==> config.mk <==
export PLATFORM = sky130hd
export DESIGN_NAME = cph_front_flat
export DESIGN_NICKNAME = d
export VERILOG_FILES = /design/src/class_probability_histogram_defines.svh /design/src/cph_pkg.sv /design/src/cph_if.sv /design/src/cph_front.sv /design/src/flat_wrapper.sv
export SDC_FILE = /design/constraint.sdc
export NUM_CORES = 1
export LEC_CHECK = 0
export ABC_CLOCK_PERIOD_IN_PS = 2600
export BUFFER_PORTS_ARGS = -buffer_cell sky130_fd_sc_hd__buf_4
export CORE_UTILIZATION = 60
export CTS_CLUSTER_SIZE = 10
export DETAILED_ROUTE_END_ITERATION = 10
export PLACE_DENSITY_LB_ADDON = 0.1
export SYNTH_ARGS = -nofsm -noshare
export SYNTH_HDL_FRONTEND = slang
export SYNTH_SLANG_ARGS = --single-unit
==> constraint.sdc <==
create_clock -name clk -period 2.6 [get_ports clk]
set_input_delay 0 -clock clk [delete_from_list [all_inputs] [get_ports clk]]
set_output_delay 0 -clock clk [all_outputs]
set_load 0.01 [all_outputs]
==> src/class_probability_histogram_defines.svh <==
// assertion macros used by the histogram back end
`ifndef CLASS_PROBABILITY_HISTOGRAM_DEFINES_SVH
`define CLASS_PROBABILITY_HISTOGRAM_DEFINES_SVH

// property holds at every edge out of reset
`define CPH_ASSERT_ALWAYS(label, clk, rst_n, prop, msg) \
  label: assert property (@(posedge clk) disable iff (!rst_n) (prop)) else $error(msg);

// trigger implies the consequence in the next cycle
`define CPH_ASSERT_NEXT(label, clk, rst_n, trig, cons, msg) \
  label: assert property (@(posedge clk) disable iff (!rst_n) (trig) |=> (cons)) \
    else $error(msg);

`endif

==> src/cph_pkg.sv <==
// shared constants, types and helpers of the class probability histogram
package cph_pkg;

  localparam int BINS        = 8;
  localparam int CLASSES     = 16;
  localparam int EDGE_REGS   = 7;
  localparam int MEM_DEPTH   = CLASSES * BINS;
  localparam int ADDR_W      = (MEM_DEPTH > 1) ? $clog2(MEM_DEPTH) : 1;
  localparam int QUEUE_DEPTH = 2;
  localparam int QPTR_W      = (QUEUE_DEPTH > 1) ? $clog2(QUEUE_DEPTH) : 1;
  localparam int QCNT_W      = $clog2(QUEUE_DEPTH + 1);

  localparam int OP_W    = 2;
  localparam int CLS_W   = 4;
  localparam int BIN_W   = 3;
  localparam int PROB_W  = 17;
  localparam int COUNT_W = 32;
  localparam int NCLS_W  = 5;
  localparam int CFG_IDX_W  = 4;
  localparam int CFG_DATA_W = 17;

  localparam logic [OP_W-1:0] OP_UPDATE = 2'd0;
  localparam logic [OP_W-1:0] OP_CLEAR  = 2'd1;
  localparam logic [OP_W-1:0] OP_READ   = 2'd2;

  localparam logic [CFG_IDX_W-1:0] CFG_NUM_CLASSES = 4'd7;
  localparam logic [NCLS_W-1:0]    NUM_CLASSES_RESET = 5'd16;

  typedef enum logic [1:0] {
    K_NONE,
    K_UPDATE,
    K_CLEAR,
    K_READ
  } cmd_kind_t;

  typedef struct packed {
    cmd_kind_t         kind;
    logic [BIN_W-1:0]  bin;
    logic              rej;
    logic              hit;
    logic [ADDR_W-1:0] addr;
  } cmd_t;

  typedef struct packed {
    logic full;
    logic empty;
  } queue_status_t;

  typedef enum logic {
    S_IDLE,
    S_EXEC
  } back_state_t;

  // uniform bin edges after reset
  function automatic logic [PROB_W-1:0] edge_reset(input int k);
    return PROB_W'(((k + 1) * 65536) / BINS);
  endfunction

endpackage

==> src/cph_if.sv <==
// handshake channels of the class probability histogram
interface cph_in_if;
  logic                      valid;
  logic                      ready;
  logic [cph_pkg::OP_W-1:0]   operation;
  logic [cph_pkg::CLS_W-1:0]  class_index;
  logic [cph_pkg::BIN_W-1:0]  bin_select;
  logic [cph_pkg::PROB_W-1:0] probability;

  modport source (output valid, operation, class_index, bin_select, probability, input ready);
  modport sink   (input valid, operation, class_index, bin_select, probability, output ready);
endinterface


interface cph_cfg_if;
  logic                           valid;
  logic                           ready;
  logic [cph_pkg::CFG_IDX_W-1:0]  index;
  logic [cph_pkg::CFG_DATA_W-1:0] data;

  modport source (output valid, index, data, input ready);
  modport sink   (input valid, index, data, output ready);
endinterface

==> src/cph_front.sv <==
// front end: config registers, item decode, bin search and class check
module cph_front (
  input  logic                   clk,
  input  logic                   rst_n,
  cph_in_if.sink                 in_bus,
  cph_cfg_if.sink                cfg_bus,
  input  cph_pkg::queue_status_t q_status,
  output logic                   push,
  output cph_pkg::cmd_t          push_cmd
);

  logic [cph_pkg::PROB_W-1:0] edge_r [cph_pkg::EDGE_REGS];
  logic [cph_pkg::NCLS_W-1:0] num_classes_r;
  logic [cph_pkg::BIN_W-1:0]  found_bin;
  logic                       cls_rej;
  logic                       cfg_we;

  assign cfg_bus.ready = 1'b1;
  assign cfg_we        = cfg_bus.valid;

  always_ff @(posedge clk) begin
    if (!rst_n) begin
      for (int k = 0; k < cph_pkg::EDGE_REGS; k++) begin
        edge_r[k] <= cph_pkg::edge_reset(k);
      end
      num_classes_r <= cph_pkg::NUM_CLASSES_RESET;
    end else if (cfg_we) begin
      for (int k = 0; k < cph_pkg::EDGE_REGS; k++) begin
        if (cfg_bus.index == cph_pkg::CFG_IDX_W'(k)) begin
          edge_r[k] <= cfg_bus.data;
        end
      end
      if (cfg_bus.index == cph_pkg::CFG_NUM_CLASSES) begin
        num_classes_r <= cfg_bus.data[cph_pkg::NCLS_W-1:0];
      end
    end
  end

  // first edge strictly above the probability
  always_comb begin
    found_bin = cph_pkg::BIN_W'(cph_pkg::BINS - 1);
    for (int b = cph_pkg::BINS - 2; b >= 0; b--) begin
      if (in_bus.probability < edge_r[b]) begin
        found_bin = cph_pkg::BIN_W'(b);
      end
    end
  end

  assign cls_rej = ({1'b0, in_bus.class_index} >= num_classes_r) ||
                   (32'(in_bus.class_index) >= cph_pkg::CLASSES);

  always_comb begin
    push_cmd.kind = cph_pkg::K_NONE;
    push_cmd.bin  = '0;
    push_cmd.rej  = 1'b0;
    push_cmd.hit  = 1'b0;
    push_cmd.addr = '0;
    case (in_bus.operation)
      cph_pkg::OP_UPDATE: begin
        push_cmd.kind = cph_pkg::K_UPDATE;
        push_cmd.rej  = cls_rej;
        push_cmd.hit  = !cls_rej;
        push_cmd.bin  = cls_rej ? '0 : found_bin;
        push_cmd.addr = cph_pkg::ADDR_W'(32'(in_bus.class_index) * cph_pkg::BINS +
                                         32'(found_bin));
      end
      cph_pkg::OP_CLEAR: begin
        push_cmd.kind = cph_pkg::K_CLEAR;
      end
      cph_pkg::OP_READ: begin
        push_cmd.kind = cph_pkg::K_READ;
        push_cmd.rej  = cls_rej;
        push_cmd.hit  = !cls_rej && (32'(in_bus.bin_select) < cph_pkg::BINS);
        push_cmd.bin  = in_bus.bin_select;
        push_cmd.addr = cph_pkg::ADDR_W'(32'(in_bus.class_index) * cph_pkg::BINS +
                                         32'(in_bus.bin_select));
      end
      default: begin
        push_cmd.kind = cph_pkg::K_NONE;
      end
    endcase
  end

  assign in_bus.ready = !q_status.full;
  assign push         = in_bus.valid && !q_status.full;

endmodule

==> src/flat_wrapper.sv <==
// flat-port wrapper written by rule: the top's interface ports become plain ports
module cph_front_flat 
  (clk, rst_n, q_status, push, push_cmd, in_bus_valid, in_bus_operation, in_bus_class_index, in_bus_bin_select, in_bus_probability, in_bus_ready, cfg_bus_valid, cfg_bus_index, cfg_bus_data, cfg_bus_ready);
  cph_in_if in_bus_i ();
  cph_cfg_if cfg_bus_i ();
  input  logic clk;
  input  logic rst_n;
  input  cph_pkg::queue_status_t q_status;
  output logic push;
  output cph_pkg::cmd_t push_cmd;
  input wire logic [$bits(in_bus_i.valid)-1:0] in_bus_valid;
  input wire logic [$bits(in_bus_i.operation)-1:0] in_bus_operation;
  input wire logic [$bits(in_bus_i.class_index)-1:0] in_bus_class_index;
  input wire logic [$bits(in_bus_i.bin_select)-1:0] in_bus_bin_select;
  input wire logic [$bits(in_bus_i.probability)-1:0] in_bus_probability;
  output wire logic [$bits(in_bus_i.ready)-1:0] in_bus_ready;
  input wire logic [$bits(cfg_bus_i.valid)-1:0] cfg_bus_valid;
  input wire logic [$bits(cfg_bus_i.index)-1:0] cfg_bus_index;
  input wire logic [$bits(cfg_bus_i.data)-1:0] cfg_bus_data;
  output wire logic [$bits(cfg_bus_i.ready)-1:0] cfg_bus_ready;
  assign in_bus_i.valid = in_bus_valid;
  assign in_bus_i.operation = in_bus_operation;
  assign in_bus_i.class_index = in_bus_class_index;
  assign in_bus_i.bin_select = in_bus_bin_select;
  assign in_bus_i.probability = in_bus_probability;
  assign in_bus_ready = in_bus_i.ready;
  assign cfg_bus_i.valid = cfg_bus_valid;
  assign cfg_bus_i.index = cfg_bus_index;
  assign cfg_bus_i.data = cfg_bus_data;
  assign cfg_bus_ready = cfg_bus_i.ready;
  cph_front u_core (.clk(clk), .rst_n(rst_n), .in_bus(in_bus_i), .cfg_bus(cfg_bus_i), .q_status(q_status), .push(push), .push_cmd(push_cmd));
endmodule
==> results_dict.tcl <==
set metrics [dict create \
    status "finished, violations left" \
    violations "setup timing" \
    slew_headroom 0.579 \
    clk_path_buf_depth 2 \
    vdd_drop_max_uv 552 \
    grt_start_max_net_pins 33 \
    root_buffer "clkbuf_16" \
    die_h_um 114 \
    syn_avg_cell_area_um2 10.2 \
    via_per_inst 5.58 \
    period_share 1.05 \
    period_minus_slack_ns 2.72 \
    grt_pass1_wl_um 29200 \
    drive_gt1_frac 0.184 \
    grt_pass1_vias 5809 \
    synth_cell_types 51 \
    first_pass_iters 5 \
    worst_ep_required_time_ns 2.60 \
    fill_cells 870 \
    cts_tree "built" \
    path_clk_slew_ns 0.05 \
    hpwl_um 13200 \
    final_antenna_net_count 0 \
    drt_iter0_drc 404 \
    tightest_slew_ns 0.630 \
    antenna_found_initial 0 \
    grt_usage 0.309 \
    overflow 0 \
    synth-edff-count 119 \
    insertion_delay_ns 0.42 \
    post_drt_wl_per_cell_um 18.3 \
    cpPeakStageDelay_ns 0.40 \
    critPathMaxFanout 2 \
    instances_no_fill 1029 \
    drv_cap 0 \
    coreArea_um2 12200 \
    dieArea_um2 13000 \
    min_path_type "primary input to flop" \
    syn_inst 742 \
    gp_congestion 0.843 \
    arrival_ns 2.72 \
    rsz0062_at_grt "true" \
    via_count 5737 \
    final_nets 1019 \
    drcViolationCount 0 \
    fmax_ghz 0.368 \
    finalClockSkew_ns 0 \
    leakagePower_nw 4.28 \
    hold_slack_ns 0.0339 \
    ys_ff_latch 124 \
    die_w_um 114 \
    wl_um 18800 \
    cp_slowest_cell "or3_4" \
    power.total_mw 5.46 \
    syn-cell-area_um2 7560 \
    setup_viol_count_final 5 \
    dp_slack_ns 0.0860 \
    start_util 0.621 \
    synth_ff_type "edfxtp_1" \
    numPortBuffers 67 \
    insertedDiodeCount 0 \
    synth_warnings 0 \
    r2r_slack_ns 1.45 \
    worst_slack_ns -0.120 \
    critical_path_class "flop to output port" \
    syn_nets 913 \
    clock_sinks 124 \
    finalHoldViolCount 0 \
    place_inst 980 \
    io_pins 70 \
    cts_buffers 17 \
    end_kind "output port" \
    powerDensity_nw_per_um2 587 \
    path_cells "inv_2 -> ha_4 -> a2111oi_4 -> o21ai_1 -> a211o_1 -> a2bb2oi_1 -> or3_4 -> a32o_2 -> buf_6" \
    rows 40 \
    seq_area_frac_synth 0.486 \
    area_growth_pct 23.1 \
    finalMaxSlewViolations 0 \
    ys_async_sr_fraction 0 \
    cp-start-kind "flop" \
    htree_levels 4 \
]
-- registers in the layout, indices dropped and copies added, names as in the netlist --
signal                cells
u_core.edge_r           119
u_core.num_classes_r      5
-- per-stage QoR --
step	utilization	cell area (um^2)	setup TNS (ns)
global route	0.765	9300	-0.963
floorplan	-	7560	0
global placement	0.686	8350	0
CTS	0.758	9220	-0.422
detailed placement	0.686	8350	0
finish	0.765	9300	-0.467
-- critical path: cells and delay by family (launching register included) --
family,cells,cell delay [ns]
DFF,1,0.37
adders and majority gates,1,0.20
and+or+nand+nor,1,0.40
buffers and inverters,2,0.20
AOI/OAI and AO/OA,5,1.13
-- layout make-up --
class | count | area [um^2] | share of cell area
clock buffer | 21 | 440 | 0.0473
clock inverter | 11 | 101 | 0.0109
inverter | 141 | 529 | 0.0569
multi-input combinational | 463 | 3540 | 0.380
sequential | 124 | 3670 | 0.395
tap | 168 | 210 | 0.0226
timing repair buffer | 101 | 811 | 0.0872
-- cells in the final DEF (no fill, tap or decap), types with 9 or more instances in the layout --
master and instances:
inv_1 137, edfxtp_1 119, ha_1 111, nor2_1 106, buf_4 82, nand2_1 51
a21oi_1 34, a21o_1 20, clkbuf_16 17, nor2b_1 15, dlygate4sd3_1 15, nand4_1 13
nand2b_1 9, o21ai_1 9
-- cell usage after synthesis, types with 2 or more instances --
cell       number  share of area
a211o_1         2         0.0023
a211oi_1        5         0.0050
a21o_1         20          0.020
a21oi_1        40          0.026
a221oi_1        3         0.0035
a2bb2oi_1       2         0.0023
and2b_1         2         0.0020
and4_1          4         0.0046
clkbuf_1       13         0.0065
dfxtp_1         5          0.013
edfxtp_1      119           0.47
ha_1          118           0.20
inv_1         141          0.070
mux2i_1         5         0.0066
nand2_1        51          0.025
nand2b_1        9         0.0074
nand3_1         6         0.0040
nand3b_1        3         0.0030
nand4_1        13          0.011
nor2_1        109          0.054
nor2b_1        15          0.012
nor3_1          2         0.0013
nor3b_1         2         0.0020
nor4_1          2         0.0017
o21a_1          5         0.0050
o21ai_0        15         0.0099
o21ai_1         4         0.0026
or2_2           2         0.0017
or3_1           3         0.0025
-- worst paths after layout --
| kind | cells after the start | to | startpoint |
|---|---|---|---|
| hold / removal | 2 | u_core.num_classes_r[0] | rst_n |
| hold reg to reg | 2 | u_core.num_classes_r[1] | u_core.num_classes_r[1] |
| setup / recovery | 9 | push_cmd[10] | u_core.edge_r[5][4] |
| setup reg to reg | 3 | u_core.num_classes_r[4] | u_core.num_classes_r[4] |
-- timing repair --
item | 4_1_cts | 5_1_grt
pin swaps | 20 | 9
gates resized for setup | 33 | 20
setup endpoints to repair | 6 | 6
setup buffers | 2 | 0
hold buffers | 15 | 0
endpoints found under the hold margin | 26 | 0
-- kinds of logic (layout without fill, tap and decap cells) --
group / count (synthesis) / after routing / share of synthesized area
other: 1 / 1 / 0.000496
AND/OR/NAND/NOR: 226 / 226 / 0.136
AO/OA/AOI/OAI: 113 / 113 / 0.0980
adder cells (fa/ha/maj): 118 / 118 / 0.195
multiplexers: 5 / 5 / 0.00662
flip-flops: 124 / 124 / 0.486
buffers and inverters: 155 / 274 / 0.0775
-- routing by layer --
metal	track usage	vias up	wire, um
met5	0	-	0
li1	-	2764	-
met3	0.0625	44	1460
met1	0.385	2703	7540
met2	0.505	226	9140
met4	0.172	0	671
-- power by group --
part	internal, mW	switching (mW)
logic	0.385	0.521
clock network	1.38	0.825
registers	2.31	0.0331
Power figures use the tool's default switching activity.
