File: src/class_probability_histogram_defines.svh
// assertion macros used by the histogram back end
`ifndef CLASS_PROBABILITY_HISTOGRAM_DEFINES_SVH
`define CLASS_PROBABILITY_HISTOGRAM_DEFINES_SVH

// property holds at every edge out of reset
`define CPH_ASSERT_ALWAYS(label, clk, rst_n, prop, msg) \
  label: assert property (@(posedge clk) disable iff (!rst_n) (prop)) else $error(msg);

// trigger implies the consequence in the next cycle
`define CPH_ASSERT_NEXT(label, clk, rst_n, trig, cons, msg) \
  label: assert property (@(posedge clk) disable iff (!rst_n) (trig) |=> (cons)) \
    else $error(msg);

`endif

File: src/cph_pkg.sv
// shared constants, types and helpers of the class probability histogram
package cph_pkg;

  localparam int BINS        = 8;
  localparam int CLASSES     = 16;
  localparam int EDGE_REGS   = 7;
  localparam int MEM_DEPTH   = CLASSES * BINS;
  localparam int ADDR_W      = (MEM_DEPTH > 1) ? $clog2(MEM_DEPTH) : 1;
  localparam int QUEUE_DEPTH = 2;
  localparam int QPTR_W      = (QUEUE_DEPTH > 1) ? $clog2(QUEUE_DEPTH) : 1;
  localparam int QCNT_W      = $clog2(QUEUE_DEPTH + 1);

  localparam int OP_W    = 2;
  localparam int CLS_W   = 4;
  localparam int BIN_W   = 3;
  localparam int PROB_W  = 17;
  localparam int COUNT_W = 32;
  localparam int NCLS_W  = 5;
  localparam int CFG_IDX_W  = 4;
  localparam int CFG_DATA_W = 17;

  localparam logic [OP_W-1:0] OP_UPDATE = 2'd0;
  localparam logic [OP_W-1:0] OP_CLEAR  = 2'd1;
  localparam logic [OP_W-1:0] OP_READ   = 2'd2;

  localparam logic [CFG_IDX_W-1:0] CFG_NUM_CLASSES = 4'd7;
  localparam logic [NCLS_W-1:0]    NUM_CLASSES_RESET = 5'd16;

  typedef enum logic [1:0] {
    K_NONE,
    K_UPDATE,
    K_CLEAR,
    K_READ
  } cmd_kind_t;

  typedef struct packed {
    cmd_kind_t         kind;
    logic [BIN_W-1:0]  bin;
    logic              rej;
    logic              hit;
    logic [ADDR_W-1:0] addr;
  } cmd_t;

  typedef struct packed {
    logic full;
    logic empty;
  } queue_status_t;

  typedef enum logic {
    S_IDLE,
    S_EXEC
  } back_state_t;

  // uniform bin edges after reset
  function automatic logic [PROB_W-1:0] edge_reset(input int k);
    return PROB_W'(((k + 1) * 65536) / BINS);
  endfunction

endpackage

File: src/cph_if.sv


interface cph_out_if;
  logic                        valid;
  logic                        ready;
  logic [cph_pkg::BIN_W-1:0]   bin_index;
  logic [cph_pkg::COUNT_W-1:0] count_value;
  logic                        rejected;

  modport source (output valid, bin_index, count_value, rejected, input ready);
  modport sink   (input valid, bin_index, count_value, rejected, output ready);
endinterface


File: src/cph_back.sv
// back end: counter memory, read-modify-write and result register
`include "class_probability_histogram_defines.svh"

module cph_back (
  input  logic                   clk,
  input  logic                   rst_n,
  input  cph_pkg::cmd_t          head,
  input  cph_pkg::queue_status_t q_status,
  output logic                   pop,
  cph_out_if.source              out_bus
);

  logic [cph_pkg::COUNT_W-1:0] mem [cph_pkg::MEM_DEPTH];
  logic [cph_pkg::MEM_DEPTH-1:0] valid_r;

  cph_pkg::back_state_t        state_r;
  cph_pkg::back_state_t        state_nxt;
  cph_pkg::cmd_t               cur_r;
  logic [cph_pkg::COUNT_W-1:0] rd_data_r;
  logic                        rd_valid_r;

  logic                        out_valid_r;
  logic [cph_pkg::BIN_W-1:0]   out_bin_r;
  logic [cph_pkg::COUNT_W-1:0] out_count_r;
  logic                        out_rej_r;

  logic                        out_free;
  logic                        go;
  logic                        wr_en;
  logic [cph_pkg::COUNT_W-1:0] base_count;
  logic [cph_pkg::COUNT_W-1:0] res_count;

  assign out_free = !out_valid_r || out_bus.ready;

  always_comb begin
    state_nxt = state_r;
    case (state_r)
      cph_pkg::S_IDLE: begin
        if (!q_status.empty) state_nxt = cph_pkg::S_EXEC;
      end
      cph_pkg::S_EXEC: begin
        if (out_free) state_nxt = cph_pkg::S_IDLE;
      end
      default: state_nxt = cph_pkg::S_IDLE;
    endcase
  end

  always_comb begin
    pop = 1'b0;
    go  = 1'b0;
    case (state_r)
      cph_pkg::S_IDLE: pop = !q_status.empty;
      cph_pkg::S_EXEC: go  = out_free;
      default: begin
        pop = 1'b0;
        go  = 1'b0;
      end
    endcase
  end

  assign base_count = rd_valid_r ? rd_data_r : '0;
  assign res_count  = cur_r.hit ?
                      base_count + cph_pkg::COUNT_W'(cur_r.kind == cph_pkg::K_UPDATE) : '0;
  assign wr_en      = go && cur_r.hit && (cur_r.kind == cph_pkg::K_UPDATE);

  always_ff @(posedge clk) begin
    if (pop) begin
      rd_data_r <= mem[head.addr];
    end
    if (wr_en) begin
      mem[cur_r.addr] <= res_count;
    end
  end

  always_ff @(posedge clk) begin
    if (pop) begin
      cur_r      <= head;
      rd_valid_r <= valid_r[head.addr];
    end
    if (go) begin
      out_bin_r   <= cur_r.bin;
      out_count_r <= res_count;
      out_rej_r   <= cur_r.rej;
    end
  end

  always_ff @(posedge clk) begin
    if (!rst_n) begin
      state_r     <= cph_pkg::S_IDLE;
      out_valid_r <= 1'b0;
      valid_r     <= '0;
    end else begin
      state_r <= state_nxt;
      if (go) begin
        out_valid_r <= 1'b1;
      end else if (out_bus.ready) begin
        out_valid_r <= 1'b0;
      end
      if (go && cur_r.kind == cph_pkg::K_CLEAR) begin
        valid_r <= '0;
      end else if (wr_en) begin
        valid_r[cur_r.addr] <= 1'b1;
      end
    end
  end

  assign out_bus.valid       = out_valid_r;
  assign out_bus.bin_index   = out_bin_r;
  assign out_bus.count_value = out_count_r;
  assign out_bus.rejected    = out_rej_r;

  `CPH_ASSERT_NEXT(a_go_loads_result, clk, rst_n, go, out_valid_r, "finished item not presented")
  `CPH_ASSERT_NEXT(a_clear_drops_all, clk, rst_n, go && cur_r.kind == cph_pkg::K_CLEAR, valid_r == '0, "clear left live counters")
  `CPH_ASSERT_ALWAYS(a_rej_zero_count, clk, rst_n, !(out_valid_r && out_rej_r) || out_count_r == '0, "rejected item with nonzero count")

endmodule
File: src/flat_wrapper.sv
// flat-port wrapper written by rule: the top's interface ports become plain ports
module cph_back_flat 
  (clk, rst_n, head, q_status, pop, out_bus_valid, out_bus_bin_index, out_bus_count_value, out_bus_rejected, out_bus_ready);
  cph_out_if out_bus_i ();
  input  logic clk;
  input  logic rst_n;
  input  cph_pkg::cmd_t head;
  input  cph_pkg::queue_status_t q_status;
  output logic pop;
  output wire logic [$bits(out_bus_i.valid)-1:0] out_bus_valid;
  output wire logic [$bits(out_bus_i.bin_index)-1:0] out_bus_bin_index;
  output wire logic [$bits(out_bus_i.count_value)-1:0] out_bus_count_value;
  output wire logic [$bits(out_bus_i.rejected)-1:0] out_bus_rejected;
  input wire logic [$bits(out_bus_i.ready)-1:0] out_bus_ready;
  assign out_bus_valid = out_bus_i.valid;
  assign out_bus_bin_index = out_bus_i.bin_index;
  assign out_bus_count_value = out_bus_i.count_value;
  assign out_bus_rejected = out_bus_i.rejected;
  assign out_bus_i.ready = out_bus_ready;
  cph_back u_core (.clk(clk), .rst_n(rst_n), .head(head), .q_status(q_status), .pop(pop), .out_bus(out_bus_i));
endmodule
File: config.mk
export PLATFORM = sky130hd
export DESIGN_NAME = cph_back_flat
export DESIGN_NICKNAME = d
export VERILOG_FILES = /design/src/cph_pkg.sv /design/src/cph_if.sv /design/src/cph_back.sv /design/src/flat_wrapper.sv
export VERILOG_INCLUDE_DIRS = /design/src /design/src/src
export SDC_FILE = /design/constraint.sdc
export NUM_CORES = 2
export LEC_CHECK = 0
export BUFFER_PORTS_ARGS = -buffer_cell sky130_fd_sc_hd__buf_2
export CAP_MARGIN = 5
export CORE_MARGIN = 2
export CORE_UTILIZATION = 25
export DETAILED_ROUTE_END_ITERATION = 8
export PLACE_DENSITY = 0.42
export SLEW_MARGIN = 20
export SYNTH_ARGS = -nofsm -noshare
export SYNTH_HDL_FRONTEND = slang
export SYNTH_SLANG_ARGS = --single-unit
File: constraint.sdc
create_clock -name clk -period 7.7 [get_ports clk]
set_clock_uncertainty 0.15 [all_clocks]
set_input_delay 0.385 -clock clk [delete_from_list [all_inputs] [get_ports clk]]
set_output_delay 0.385 -clock clk [all_outputs]
set_load 0.01 [all_outputs]
==> results.toml <==
[cts]
cts_made_buffers = 455
clock_transition_at_the_registers_of_the_reported_paths_ps = 60
cts_setup_buffers = 0
htree_num_levels = 5
clock_tree_from_tritoncts = "yes"
clk_path_buf_depth = 4
cts.sinks = 4309
cts_root_buffer = "sky130_fd_sc_hd__clkbuf_16"
cts_resized = 0
insertion_delay_ps = 1040

[logic_synthesis]
synth-edff-count = 4179
ys_warn_count = 0
synthesis.instances = 6573
seq_area_frac_synth = 0.782
yosysMostFrequentCell = "sky130_fd_sc_hd__edfxtp_1"
ys_top_cells_by_area = "sky130_fd_sc_hd__edfxtp_1 (77%), sky130_fd_sc_hd__mux4_2 (19%), sky130_fd_sc_hd__dfxtp_1 (1.6%), sky130_fd_sc_hd__clkbuf_1 (0.48%), sky130_fd_sc_hd__o21a_1 (0.45%)"
synth-seq-cells = 4309
synthesis.area_sq_um = 164000
synth_area_per_cell_sq_um = 24.9
synth.net_count = 6594
yosysTopAreaCell = "sky130_fd_sc_hd__edfxtp_1"
post-synth-top-area-fraction = 0.766
synth_cell_type_count = 40
yosys_most_used_dff = "sky130_fd_sc_hd__edfxtp_1"
postSynth.asyncResetShare = 0
synth_common_cells = "sky130_fd_sc_hd__edfxtp_1 (4179), sky130_fd_sc_hd__mux4_2 (1386), sky130_fd_sc_hd__clkbuf_1 (208), sky130_fd_sc_hd__nor2_1 (191), sky130_fd_sc_hd__dfxtp_1 (130)"

[floorplanning]
ios = 57
core_area_sq_um = 653000
die-area_sq_um = 662000
initial_core_util = 0.251
die_w_um = 813
die_h_um = 813
num_rows = 297

[setup_path]
crit_path_cell_count = 10
crit_family = "simple AND/OR/NAND/NOR gates"
worstPathBufferInverterCount = 3
ff2ff_path_depth = 10
worst_setup_path_endpoint = "u_core.mem[95][22]"
worst_setup_path_startpoint = "u_core.cur_r[13]"
cp_slowest_stage_delay_ps = 760
slowest_stage = "sky130_fd_sc_hd__buf_4"
cp_data_arrival_time_ps = 5110
critical_path.reg2reg.startpoint = "u_core.cur_r[13]"
worstPathRequired_ps = 8230
timing.critical_path.from_type = "flip-flop"
reg2reg_to = "u_core.mem[95][22]"
timing.critical_path.fanout_max = 81
setup.worst_path.end_class = "flip-flop"
setup.reg_to_reg.worst_slack_ps = 3120
timing.critical_path.mode_cell = "sky130_fd_sc_hd__buf_4"
timing.setup.critical_path_class = "reg2reg"
path_cells = "nor2b_1 -> ha_1 -> nand3_1 -> nor3_1 -> buf_4 -> nand4_1 -> or3_1 -> a21oi_4 -> buf_4 -> buf_4"

[global_route]
grt_overflow_total = 0
antenna_violations_before_repair = 82
first_global_vias = 77900
globalRouteTotalUtil = 0.143
grt_max_degree = 119
grt_pass1_wl_mm = 659

[timing]
hold_slack_ps = 156
final-hold-violation-count = 0
transition_time_of_the_tightest_slew_check_pin_ps = 1080
final_clock_period_utilization_by_the_worst_path = 0.595
worst_slew_margin_rel = 0.277
timing.final.setup_violations = 0
final.setup.worst_slack_ps = 3120
finalCriticalPeriod_ps = 4580
rsz_0062_raised_after_global_routing = "no"
drv_slew = 0
fin_setup_tns_ps = 0
fmax_mhz = 218

[route]
firstDrtPassIters = 6
drcViolationCount = 0
vias_per_cell = 4.63
final_antenna_net_count = 0
total_number_of_vias = 74600
drtIter0Drc = 8385
route.detailed.wl_per_inst_um = 30.1
routed_wl_mm = 485

[finish]
proportion_of_layout_cells_with_a_drive_suffix_above_1 = 0.345
final_core_util = 0.294
layout-area-overhead-vs-synth_pct = 17.2
finalNetCount = 7035

[hold_path]
hold_path.class = "in2reg"
timing.hold.worst_path_depth = 2

[placed_design]
place.detailed.hpwl_mm = 257
pre_cts_slack_ps = 2830
place_congestion = 0.758
portBuffers = 55

[power]
peakVddDrop_uv = 196
power.density_cell_area_nw_per_um2 = 258
cellLeakagePower_nw = 58.3

[run]
max_cap_viol_count = 0

[status]
status = "finished clean"
-- power by group --
group          total (mW)  switching, mW  leakage (nW)  internal (mW)
registers            25.8         0.0378          39.6           25.7
clock network        21.4           9.28          7.03           12.1
logic                2.47           1.57          11.7          0.898
total                49.6           10.9          58.3           38.7
-- registers in the layout (all words and copies together), names as in the netlist --
register and flops:
u_core.valid_r 128, u_core.state_r 1, u_core.mem 4096, u_core.rd_data_r 32, u_core.out_bus.count_value 32, u_core.out_bus.rejected 1, u_core.rd_valid_r 1, u_core.out_bus.valid 1
u_core.out_bus.bin_index 3, u_core.cur_r 14
-- cell families (layout without fill, tap and decap cells) --
logic type | count (synthesis) | count (layout) | share of synthesized area
DFF | 4309 | 4309 | 0.782
muxes | 1419 | 1419 | 0.193
buffers and inverters | 364 | 1184 | 0.00911
and+or+nand+nor | 304 | 304 | 0.00837
AOI/OAI and AO/OA | 153 | 153 | 0.00632
xor gates and xnor gates | 22 | 22 | 0.00118
adders and majority gates | 2 | 2 | 0.000153
other | 0 | 29 | 0
-- metrics by stage --
stage	area, sq um	power [mW]	cells
4_1_cts	192000	50.2	16100
5_1_grt	192000	51.1	16100
3_3_place_gp	177000	28.7	15200
2_1_floorplan	164000	27.6	6573
3_5_place_dp	177000	28.8	15200
6_report	192000	49.6	16100
-- worst reg2reg max path, cell delays in order, from the launching register on --
cell                       delay, ps
sky130_fd_sc_hd__edfxtp_1        410
sky130_fd_sc_hd__nor2b_1         450
sky130_fd_sc_hd__ha_1            320
sky130_fd_sc_hd__nand3_1         210
sky130_fd_sc_hd__nor3_1          250
sky130_fd_sc_hd__buf_4           220
sky130_fd_sc_hd__nand4_1         240
sky130_fd_sc_hd__or3_1           480
sky130_fd_sc_hd__a21oi_4         170
sky130_fd_sc_hd__buf_4           450
sky130_fd_sc_hd__buf_4           770
-- metal layers --
layer	GRT usage	wire length, um	vias to the layer above
met4	0.0316	9770	6
met2	0.238	236000	2241
met1	0.199	213000	42300
li1	-	-	29600
met5	0	40	-
met3	0.0219	26800	493
-- final cells by class --
class,count,area [sq um]
multi-input cells,1900,35500
well taps,8671,10800
flip-flops and latches,4309,128000
repair buffers,340,3060
clock inverters,248,2210
diodes,29,72.6
fillers,63000,461000
clock buffers,588,12200
inverters,8,30.0
-- worst min path at each step --
stage / from / to
2_1_floorplan: u_core.cur_r[9] / u_core.out_bus.bin_index[0]
3_3_place_gp: u_core.cur_r[9] / u_core.out_bus.bin_index[0]
3_5_place_dp: u_core.cur_r[8] / u_core.out_bus.rejected
4_1_cts: head[12] / u_core.cur_r[12]
5_1_grt: head[12] / u_core.cur_r[12]
6_report: head[7] / u_core.cur_r[7]
-- repair_timing --
item	4_1_cts	5_1_grt
endpoints found under the setup margin	0	0
hold buffers	20	0
hold endpoints to repair	163	0
-- layout by cell type (no fill, tap or decap), types with 6 or more instances in the layout --
cell type	n
sky130_fd_sc_hd__a21oi_1	33
sky130_fd_sc_hd__a21oi_4	8
sky130_fd_sc_hd__and3_1	9
sky130_fd_sc_hd__buf_12	38
sky130_fd_sc_hd__buf_2	49
sky130_fd_sc_hd__buf_4	221
sky130_fd_sc_hd__bufinv_16	28
sky130_fd_sc_hd__clkbuf_1	109
sky130_fd_sc_hd__clkbuf_16	460
sky130_fd_sc_hd__clkbuf_8	19
sky130_fd_sc_hd__clkinv_1	92
sky130_fd_sc_hd__clkinv_16	7
sky130_fd_sc_hd__clkinv_2	90
sky130_fd_sc_hd__clkinvlp_4	13
sky130_fd_sc_hd__dfxtp_1	130
sky130_fd_sc_hd__diode_2	29
sky130_fd_sc_hd__dlygate4sd3_1	20
sky130_fd_sc_hd__edfxtp_1	4179
sky130_fd_sc_hd__inv_1	8
sky130_fd_sc_hd__inv_16	7
sky130_fd_sc_hd__mux2_2	33
sky130_fd_sc_hd__mux4_2	1386
sky130_fd_sc_hd__nand2_1	26
sky130_fd_sc_hd__nand3_1	14
sky130_fd_sc_hd__nand3b_1	9
sky130_fd_sc_hd__nand4_1	15
sky130_fd_sc_hd__nor2_1	40
sky130_fd_sc_hd__nor2_4	151
sky130_fd_sc_hd__o21a_1	97
sky130_fd_sc_hd__o21ai_0	6
sky130_fd_sc_hd__xnor2_1	9
sky130_fd_sc_hd__xor2_1	13
Power figures use the tool's default switching activity.
