$ cat src/class_probability_histogram_defines.svh
// assertion macros used by the histogram back end
`ifndef CLASS_PROBABILITY_HISTOGRAM_DEFINES_SVH
`define CLASS_PROBABILITY_HISTOGRAM_DEFINES_SVH

// property holds at every edge out of reset
`define CPH_ASSERT_ALWAYS(label, clk, rst_n, prop, msg) \
  label: assert property (@(posedge clk) disable iff (!rst_n) (prop)) else $error(msg);

// trigger implies the consequence in the next cycle
`define CPH_ASSERT_NEXT(label, clk, rst_n, trig, cons, msg) \
  label: assert property (@(posedge clk) disable iff (!rst_n) (trig) |=> (cons)) \
    else $error(msg);

`endif

$ cat src/cph_pkg.sv
// shared constants, types and helpers of the class probability histogram
package cph_pkg;

  localparam int BINS        = 8;
  localparam int CLASSES     = 16;
  localparam int EDGE_REGS   = 7;
  localparam int MEM_DEPTH   = CLASSES * BINS;
  localparam int ADDR_W      = (MEM_DEPTH > 1) ? $clog2(MEM_DEPTH) : 1;
  localparam int QUEUE_DEPTH = 2;
  localparam int QPTR_W      = (QUEUE_DEPTH > 1) ? $clog2(QUEUE_DEPTH) : 1;
  localparam int QCNT_W      = $clog2(QUEUE_DEPTH + 1);

  localparam int OP_W    = 2;
  localparam int CLS_W   = 4;
  localparam int BIN_W   = 3;
  localparam int PROB_W  = 17;
  localparam int COUNT_W = 32;
  localparam int NCLS_W  = 5;
  localparam int CFG_IDX_W  = 4;
  localparam int CFG_DATA_W = 17;

  localparam logic [OP_W-1:0] OP_UPDATE = 2'd0;
  localparam logic [OP_W-1:0] OP_CLEAR  = 2'd1;
  localparam logic [OP_W-1:0] OP_READ   = 2'd2;

  localparam logic [CFG_IDX_W-1:0] CFG_NUM_CLASSES = 4'd7;
  localparam logic [NCLS_W-1:0]    NUM_CLASSES_RESET = 5'd16;

  typedef enum logic [1:0] {
    K_NONE,
    K_UPDATE,
    K_CLEAR,
    K_READ
  } cmd_kind_t;

  typedef struct packed {
    cmd_kind_t         kind;
    logic [BIN_W-1:0]  bin;
    logic              rej;
    logic              hit;
    logic [ADDR_W-1:0] addr;
  } cmd_t;

  typedef struct packed {
    logic full;
    logic empty;
  } queue_status_t;

  typedef enum logic {
    S_IDLE,
    S_EXEC
  } back_state_t;

  // uniform bin edges after reset
  function automatic logic [PROB_W-1:0] edge_reset(input int k);
    return PROB_W'(((k + 1) * 65536) / BINS);
  endfunction

endpackage

$ cat src/cph_queue.sv
// short command queue between front and back
module cph_queue (
  input  logic                   clk,
  input  logic                   rst_n,
  input  logic                   push,
  input  cph_pkg::cmd_t          push_cmd,
  input  logic                   pop,
  output cph_pkg::cmd_t          head,
  output cph_pkg::queue_status_t status
);

  cph_pkg::cmd_t              slot_r [cph_pkg::QUEUE_DEPTH];
  logic [cph_pkg::QPTR_W-1:0] wr_ptr_r;
  logic [cph_pkg::QPTR_W-1:0] rd_ptr_r;
  logic [cph_pkg::QCNT_W-1:0] cnt_r;
  logic [cph_pkg::QPTR_W-1:0] wr_ptr_nxt;
  logic [cph_pkg::QPTR_W-1:0] rd_ptr_nxt;
  logic [cph_pkg::QCNT_W-1:0] cnt_nxt;
  logic                       do_push;
  logic                       do_pop;

  assign status.full  = (cnt_r == cph_pkg::QCNT_W'(cph_pkg::QUEUE_DEPTH));
  assign status.empty = (cnt_r == '0);
  assign do_push      = push && !status.full;
  assign do_pop       = pop && !status.empty;
  assign head         = slot_r[rd_ptr_r];

  always_comb begin
    wr_ptr_nxt = wr_ptr_r;
    rd_ptr_nxt = rd_ptr_r;
    cnt_nxt    = cnt_r;
    if (do_push) begin
      wr_ptr_nxt = (32'(wr_ptr_r) == cph_pkg::QUEUE_DEPTH - 1) ? '0 : wr_ptr_r + 1'b1;
    end
    if (do_pop) begin
      rd_ptr_nxt = (32'(rd_ptr_r) == cph_pkg::QUEUE_DEPTH - 1) ? '0 : rd_ptr_r + 1'b1;
    end
    if (do_push && !do_pop) begin
      cnt_nxt = cnt_r + 1'b1;
    end else if (do_pop && !do_push) begin
      cnt_nxt = cnt_r - 1'b1;
    end
  end

  always_ff @(posedge clk) begin
    if (!rst_n) begin
      wr_ptr_r <= '0;
      rd_ptr_r <= '0;
      cnt_r    <= '0;
    end else begin
      wr_ptr_r <= wr_ptr_nxt;
      rd_ptr_r <= rd_ptr_nxt;
      cnt_r    <= cnt_nxt;
    end
  end

  always_ff @(posedge clk) begin
    if (do_push) begin
      slot_r[wr_ptr_r] <= push_cmd;
    end
  end

endmodule

$ cat config.mk
export PLATFORM = sky130hd
export DESIGN_NAME = cph_queue
export DESIGN_NICKNAME = d
export VERILOG_FILES = /design/src/class_probability_histogram_defines.svh /design/src/cph_pkg.sv /design/src/cph_queue.sv
export SDC_FILE = /design/constraint.sdc
export NUM_CORES = 1
export LEC_CHECK = 0
export ABC_AREA = 1
export BUFFER_PORTS_ARGS = -buffer_cell sky130_fd_sc_hd__buf_4
export CAP_MARGIN = 0
export CORE_MARGIN = 5
export CORE_UTILIZATION = 48
export CTS_BUF_LIST = sky130_fd_sc_hd__clkbuf_2 sky130_fd_sc_hd__clkbuf_4 sky130_fd_sc_hd__clkbuf_8
export DETAILED_ROUTE_END_ITERATION = 6
export PLACE_DENSITY = 0.77
export REMOVE_ABC_BUFFERS = 1
export SYNTH_ARGS = -nofsm -noshare
export SYNTH_HDL_FRONTEND = slang
export SYNTH_SLANG_ARGS = --single-unit
$ cat constraint.sdc
create_clock -name clk -period 1.5 [get_ports clk]
set_input_delay 0.075 -clock clk [delete_from_list [all_inputs] [get_ports clk]]
set_output_delay 0.075 -clock clk [all_outputs]
set_load 0.05 [all_outputs]
==> out/summary.log, run 1 <==
INFO  routing        dr.first_iter.drc_count=12
INFO  logic_synthesis asyncSetResetFlopFracSynth=0
INFO  logic_synthesis synth_top_family_by_area=multiplexers
INFO  worst_setup_path worstPathRequired=1.42ns
INFO  timing         post_route_clock_skew=0.00500ns
INFO  cells_and_area finalNonFillerCells=175
INFO  cells_and_area final_layout_size_suffix_gt1_frac=0.469
INFO  worst_setup_path worstPathMaxFanout=4
INFO  place          gp_routability_congestion=0.705
INFO  floorplan      floorplan.die_area=3740um2
INFO  logic_synthesis synthesis.instances=81
INFO  cells_and_area design.final.nets=163
INFO  clock_network  cts.clk_slew.worst_paths=0.09ns
INFO  logic_synthesis yosys_register_bits=33
INFO  place          placement.io_buffers=33
INFO  logic_synthesis post_synth_main_area_contributors=sky130_fd_sc_hd__edfxtp_1, sky130_fd_sc_hd__mux2_2, sky130_fd_sc_hd__dfxtp_1
INFO  routing        via_count=817
INFO  global_routing grt_max_degree=11
INFO  global_routing grtUsageMet1=0.159
INFO  logic_synthesis yosys_most_used_dff=sky130_fd_sc_hd__edfxtp_1
INFO  cells_and_area layout-area-overhead-vs-synth=45.3%
INFO  floorplan      die-height=61.1um
INFO  place          placedCellCount=150
INFO  logic_synthesis mappedNetlistArea=1250um2
INFO  clock_network  numCtsBuffers=5
INFO  logic_synthesis synth_top_area_frac=0.670
INFO  floorplan      start_util=0.502
INFO  global_routing globalRouteOverflowTotal=0
INFO  power          p_leak=0.745nW
INFO  global_routing top_usage_layer=met2
INFO  worst_setup_path timing.critical_path.to=head[4]
INFO  worst_setup_path critPathArrivalTime=1.37ns
INFO  clock_network  clkSinkCount=33
INFO  logic_synthesis post_synth_most_frequent_cells=sky130_fd_sc_hd__edfxtp_1, sky130_fd_sc_hd__mux2_2, sky130_fd_sc_hd__nor2_1
INFO  timing         post-route-min-period=1.45ns
INFO  worst_setup_path reg2reg_to=cnt_r[1]$_SDFFE_PN0P_
INFO  clock_network  cts_htree_levels=2
INFO  place          post-dp-hpwl=1680um
INFO  timing         grt_setup_unrepaired=true
INFO  worst_setup_path critPathCaptureType=output pin
INFO  clock_network  cts_buffer_depth=2
INFO  clock_network  root_buffer_master=sky130_fd_sc_hd__clkbuf_4
INFO  timing         fmax=691MHz
INFO  logic_synthesis syn-mean-instance-area=15.5um2
INFO  min_path       hold-path-cell-count=4
INFO  routing        avgRoutedWirePerCell=14.3um
INFO  logic_synthesis synthAdderAreaFrac=0.00997
INFO  routing        drt_drc_violations_left=0
INFO  floorplan      io_pins=34
INFO  cells_and_area num_antenna_cells=0
INFO  cells_and_area stdcell_area=1820um2
INFO  global_routing antenna_found_initial=0
INFO  logic_synthesis post_synth_mux_area_share=0.126
INFO  global_routing first_global_vias=866
INFO  logic_synthesis edff_count_synth=28
INFO  cells_and_area nFillCells=183
INFO  timing         finalCritPeriodShare=0.964
INFO  timing         setup-violations-final=0
INFO  routing        detailed_route_vias_per_instance=4.67
INFO  flow_run       max_cap_viol_count=0
INFO  floorplan      design.core.area=2500um2
INFO  power          power.ir.vdd_worst=1.13mV
INFO  logic_synthesis count_leader_synth=sky130_fd_sc_hd__edfxtp_1
INFO  timing         report.final.slew_viol_count=0
INFO  global_routing global_route_wire_length_before_repair=3850um
INFO  worst_setup_path timing.reg2reg.setup_slack=0.12ns
INFO  timing         max-slew-margin-rel=0.872
INFO  status         outcome=finished, final reports clean
INFO  timing         final-hold-violation-count=0
INFO  logic_synthesis netlist.top_cell.by_area=sky130_fd_sc_hd__edfxtp_1
INFO  logic_synthesis yosys_warnings=0
INFO  global_routing groute.layer.met2.usage=0.264
INFO  logic_synthesis xor_xnor_portion_of_the_synthesized_cell_area=0
INFO  routing        routed_wl=2510um
INFO  timing         tns=0ns
INFO  clock_network  cts_tree=yes
INFO  global_routing track_usage=0.153
INFO  logic_synthesis synth_seq_area_share=0.750
INFO  worst_setup_path setup.worst_path.start_class=flip-flop
INFO  logic_synthesis netlist-cell-type-count=13
INFO  clock_network  clock_latency=0.33ns
INFO  power          power_density=1670nW/um2
INFO  routing        number_of_nets_with_antenna_violations_after_detailed_routing=0
INFO  logic_synthesis synthSimpleGateAreaFrac=0.0598
INFO  place          pre_cts_slack=0.0664ns
INFO  floorplan      placementRows=18
INFO  worst_setup_path ff2ff_path_depth=9
INFO  worst_setup_path crit_path_class=flip-flop to output pin
INFO  timing         postLayoutSetupSlackWorst=0.0537ns
INFO  global_routing grt_use_met3=0.0629
INFO  timing         max_slew.worst_pin.slew=0.192ns
INFO  timing         final.hold.worst_slack=0.124ns
INFO  logic_synthesis synth_compound_gate_area_share=0.0189
INFO  floorplan      die_w=61.1um
INFO  min_path       worstHoldPathType=primary input to flip-flop
INFO  worst_setup_path worst_r2r_startpoint=cnt_r[1]$_SDFFE_PN0P_
INFO  place          postPlaceCellArea=1580um2
INFO  routing        drt-pass1-iter-count=4
-- power by group --
group	internal, W	total (W)	switching [W]
logic	0.000507	0.00135	0.000845
registers	0.00117	0.00124	0.0000652
clock network	0.000169	0.000451	0.000282
-- critical path, cell delays in order (launching register included) --
cell and delay, ns:
sky130_fd_sc_hd__dfxtp_2 0.38, sky130_fd_sc_hd__buf_4 0.15, sky130_fd_sc_hd__mux2_2 0.33, sky130_fd_sc_hd__buf_4 0.19
-- area by class of cell --
cell class	count	area, um2	share of cell area
repair buffers	57	473	0.259
clock buffers	5	37.5	0.0206
multi-input cells	38	284	0.156
inverters	9	33.8	0.0185
clock inverters	3	12.5	0.00686
well taps	30	37.5	0.0206
flip-flops and latches	33	945	0.518
-- repair_timing --
action | CTS | global route
endpoints found under the hold margin | 31 | 0
buffers inserted | 0 | 1
resized for setup | 0 | 8
endpoints found under the setup margin | 0 | 11
hold buffers | 15 | 0
-- through the flow --
stage	utilization	total power (W)
finish	0.729	0.00304
global route	0.729	0.00321
CTS	0.713	0.00300
detailed placement	0.633	0.00251
global placement	0.633	0.00247
floorplan	-	0.00210
-- worst min path at each step --
stage | from | endpoint | slack, ns
final | push | wr_ptr_r$_SDFFE_PN0N_ | 0.12
after global routing | push | wr_ptr_r$_SDFFE_PN0N_ | 0.13
after CTS | push | wr_ptr_r$_SDFFE_PN0N_ | 0.11
after detailed placement | push_cmd[6] | slot_r[0][6]$_DFFE_PP_ | 0.26
after global placement | push_cmd[10] | slot_r[0][10]$_DFFE_PP_ | 0.26
after floorplan | push_cmd[0] | slot_r[0][0]$_DFFE_PP_ | 0.17
-- layout by cell type (no fill, tap or decap) --
master	netlist	layout
sky130_fd_sc_hd__clkbuf_4	0	5
sky130_fd_sc_hd__nand3_1	1	1
sky130_fd_sc_hd__inv_1	9	9
sky130_fd_sc_hd__nand4_1	1	1
sky130_fd_sc_hd__o21ai_0	2	2
sky130_fd_sc_hd__ha_4	0	1
sky130_fd_sc_hd__edfxtp_1	28	28
sky130_fd_sc_hd__buf_6	1	2
sky130_fd_sc_hd__buf_4	0	40
sky130_fd_sc_hd__a21oi_1	1	1
sky130_fd_sc_hd__dfxtp_2	0	3
sky130_fd_sc_hd__nor2_1	11	10
sky130_fd_sc_hd__dfxtp_1	5	2
sky130_fd_sc_hd__clkinv_2	0	1
sky130_fd_sc_hd__o21ai_2	1	1
sky130_fd_sc_hd__clkinv_1	0	2
sky130_fd_sc_hd__nor2_2	0	1
sky130_fd_sc_hd__mux2_2	14	14
sky130_fd_sc_hd__dlygate4sd3_1	0	15
sky130_fd_sc_hd__nand2_1	6	6
-- registers in the layout, indices dropped and copies added, names as in the netlist, named ones only --
register  count
wr_ptr_r      1
rd_ptr_r      1
cnt_r         2
slot_r       28
-- layer usage --
metal | wire length [um] | up-vias | share of wire
met1 | 979 | 375 | 0.39
li1 | - | 410 | -
met3 | 171 | 6 | 0.068
met4 | 49 | 0 | 0.020
met2 | 1310 | 26 | 0.52
met5 | 0 | - | 0
-- logic make-up (layout without fill, tap and decap cells) --
group           after synthesis  in the layout
flops                        33             33
simple gates                 19             19
mux                          14             14
buf+inv                      10             74
compound gates                4              4
fa+ha+maj                     1              1
Power figures use the tool's default switching activity.
==> run 2: changes to the inputs <==
- CAP_MARGIN: 0 -> not set
- GPL_TIMING_DRIVEN: not set -> 0
==> out/summary.log, run 2 (synthesis gave the netlist of run 1 again) <==
INFO  floorplan      io_pins=34
INFO  routing        dr.first_iter.drc_count=16
INFO  status         outcome=finished with violations
INFO  global_routing global_route_wire_length_before_repair=3590um
INFO  floorplan      die-height=61.1um
INFO  worst_setup_path crit_path_class=flip-flop to flip-flop
INFO  place          placedCellCount=143
INFO  power          switching_share=0.393
INFO  clock_network  cts_buffer_depth=2
INFO  power          p_seq_frac=0.428
INFO  clock_network  postCtsSetupRepairBufs=0
INFO  cells_and_area multi_input_gate_area_in_the_final_layout=284um2
INFO  floorplan      floorplan.die_area=3740um2
INFO  worst_setup_path worstPathMaxFanout=14
INFO  global_routing antenna_found_initial=0
INFO  global_routing grt_max_degree=15
INFO  power          power_density=1690nW/um2
INFO  cells_and_area final_cell_mix=sky130_fd_sc_hd__buf_4, sky130_fd_sc_hd__edfxtp_1, sky130_fd_sc_hd__dlygate4sd3_1, sky130_fd_sc_hd__mux2_2, sky130_fd_sc_hd__inv_1
INFO  cells_and_area design.final.nets=154
INFO  global_routing first_global_vias=823
INFO  floorplan      placementRows=18
INFO  power          power.ir.vdd_worst=1.24mV
INFO  flow_run       max_cap_viol_count=0
INFO  routing        number_of_nets_with_antenna_violations_after_detailed_routing=0
INFO  clock_network  root_buffer_master=sky130_fd_sc_hd__clkbuf_4
INFO  routing        avgRoutedWirePerCell=14.3um
INFO  floorplan      start_util=0.502
INFO  worst_setup_path critPathSlowestCell=sky130_fd_sc_hd__nor2_2
INFO  worst_setup_path cp-startpoint=cnt_r[1]$_SDFFE_PN0P_
INFO  floorplan      die_w=61.1um
INFO  worst_setup_path cp_slowest_stage_delay=0.60ns
INFO  timing         final.hold.worst_slack=0.124ns
INFO  clock_network  cts.clk_slew.worst_paths=0.09ns
INFO  cells_and_area layout_top_registers=slot_r (28), cnt_r (2)
INFO  power          total_power=0.00298W
INFO  timing         postLayoutSetupSlackWorst=-0.00500ns
INFO  min_path       worstHoldPathType=primary input to flip-flop
INFO  routing        drt_drc_violations_left=0
INFO  routing        via_count=788
INFO  status         failed_checks=negative setup slack
INFO  cells_and_area register_with_the_highest_flop_count=slot_r
INFO  cells_and_area finalNonFillerCells=166
INFO  cells_and_area layout-area-overhead-vs-synth=40.3%
INFO  cells_and_area num_antenna_cells=0
INFO  power          p_leak=0.703nW
INFO  power          power_frac_comb=0.407
INFO  power          total_switching_power=0.00117W
INFO  place          post-dp-hpwl=1550um
INFO  clock_network  clkSinkCount=33
INFO  worst_setup_path cp_cell_sequence=inv_1, o21ai_4, nor2_2
INFO  timing         final-hold-violation-count=0
INFO  timing         setup-violations-final=3
INFO  cells_and_area largest_register_ff_count=28
INFO  place          pre_cts_slack=-0.386ns
INFO  cells_and_area ff_latch_area=947um2
INFO  place          gp_routability_congestion=0.634
INFO  clock_network  numCtsBuffers=5
INFO  timing         post-route-min-period=1.51ns
INFO  power          share_clk_of_total_power=0.165
INFO  min_path       worstHoldStart=push
INFO  cells_and_area final_layout_size_suffix_gt1_frac=0.449
INFO  cells_and_area post-route-util=0.704
INFO  worst_setup_path critPathArrivalTime=1.46ns
INFO  global_routing track_usage=0.139
INFO  routing        routed_wl=2370um
INFO  cells_and_area nFillCells=194
INFO  timing         grt_setup_unrepaired=true
INFO  clock_network  cts_tree=yes
INFO  timing         fmax=664MHz
INFO  timing         finalCritPeriodShare=1.00
INFO  timing         max_slew.worst_pin.slew=0.778ns
INFO  worst_setup_path worstPathRequired=1.45ns
INFO  routing        detailed_route_vias_per_instance=4.75
INFO  timing         report.final.slew_viol_count=0
INFO  clock_network  clock_latency=0.32ns
INFO  place          placement.io_buffers=33
INFO  clock_network  cts_htree_levels=2
INFO  worst_setup_path critPathCaptureType=flip-flop
INFO  cells_and_area layout_commonest_cell=sky130_fd_sc_hd__buf_4
INFO  timing         post_route_clock_skew=0.00726ns
INFO  routing        drt-pass1-iter-count=2
INFO  floorplan      design.core.area=2500um2
INFO  worst_setup_path worst_r2r_startpoint=cnt_r[1]$_SDFFE_PN0P_
INFO  timing         max-slew-margin-rel=0.481
INFO  power          cell_internal_pwr=0.00181W
INFO  global_routing globalRouteOverflowTotal=0
INFO  worst_setup_path setup.worst_path.start_class=flip-flop
run 2: changes by cell type in the layout (fill, tap and decap cells not counted):
cell and delta:
sky130_fd_sc_hd__o21ai_4 +1, sky130_fd_sc_hd__o21ai_2 -1, sky130_fd_sc_hd__buf_4 -7, sky130_fd_sc_hd__clkinv_1 -1, sky130_fd_sc_hd__ha_1 +1, sky130_fd_sc_hd__nor2_2 +2
sky130_fd_sc_hd__clkbuf_8 +1, sky130_fd_sc_hd__nor2_1 -2, sky130_fd_sc_hd__dfxtp_2 -1, sky130_fd_sc_hd__buf_6 -2, sky130_fd_sc_hd__dfxtp_4 +1, sky130_fd_sc_hd__ha_4 -1
run 2: worst max-delay path: cells and delay by family (launching register included):
family,cells,cell delay [ns]
simple gates,1,0.60
flops,1,0.33
buf+inv,1,0.12
compound gates,1,0.08
run 2: final timing paths:
path | to | slack, ns | cells after the start
hold reg to reg | flip-flop | 0.53 | 2
setup / recovery | slot_r[1][2]$_DFFE_PP_ | -0.005 | 3
setup reg to reg | slot_r[1][2]$_DFFE_PP_ | -0.005 | 3
hold / removal | wr_ptr_r$_SDFFE_PN0N_ | 0.12 | 4
run 2: power by group through the flow:
stage	Clock (W)	Combinational [W]	Sequential [W]
after floorplan	0	0.000848	0.00125
after global placement	0	0.00113	0.00128
after detailed placement	0	0.00117	0.00129
after CTS	0.000523	0.00121	0.00127
after global routing	0.000557	0.00129	0.00130
final	0.000493	0.00121	0.00128
run 2: what timing repair did:
| action | in CTS | in global routing |
|---|---|---|
| hold buffers | 15 | 0 |
| resized for setup | 5 | 3 |
| endpoints found under the hold margin | 29 | 0 |
| setup endpoints to repair | 43 | 30 |
| pin swaps | 0 | 0 |
run 2: area by class of cell:
| cell class | count | area share |
|---|---|---|
| well taps | 30 | 0.0213 |
| flip-flops and latches | 33 | 0.538 |
| inverters | 9 | 0.0192 |
| clock buffers | 6 | 0.0291 |
| repair buffers | 48 | 0.226 |
| multi-input cells | 38 | 0.161 |
| clock inverters | 2 | 0.00498 |
run 2: layer usage:
layer  global-route usage  vias to the layer above  share of wire
met5                    0                        -              0
met4               0.0464                        0         0.0072
met3               0.0566                        2          0.076
met2                0.246                       30           0.52
met1                0.150                      359           0.40
li1                     -                      397              -
run 2: stage by stage:
step / setup TNS, ns / instance area [um2]
final: -0.0142 / 1760
after global placement: -9.47 / 1530
after floorplan: -0.657 / 1240
after CTS: -0.341 / 1750
after global routing: -2.23 / 1760
after detailed placement: -10.08 / 1530
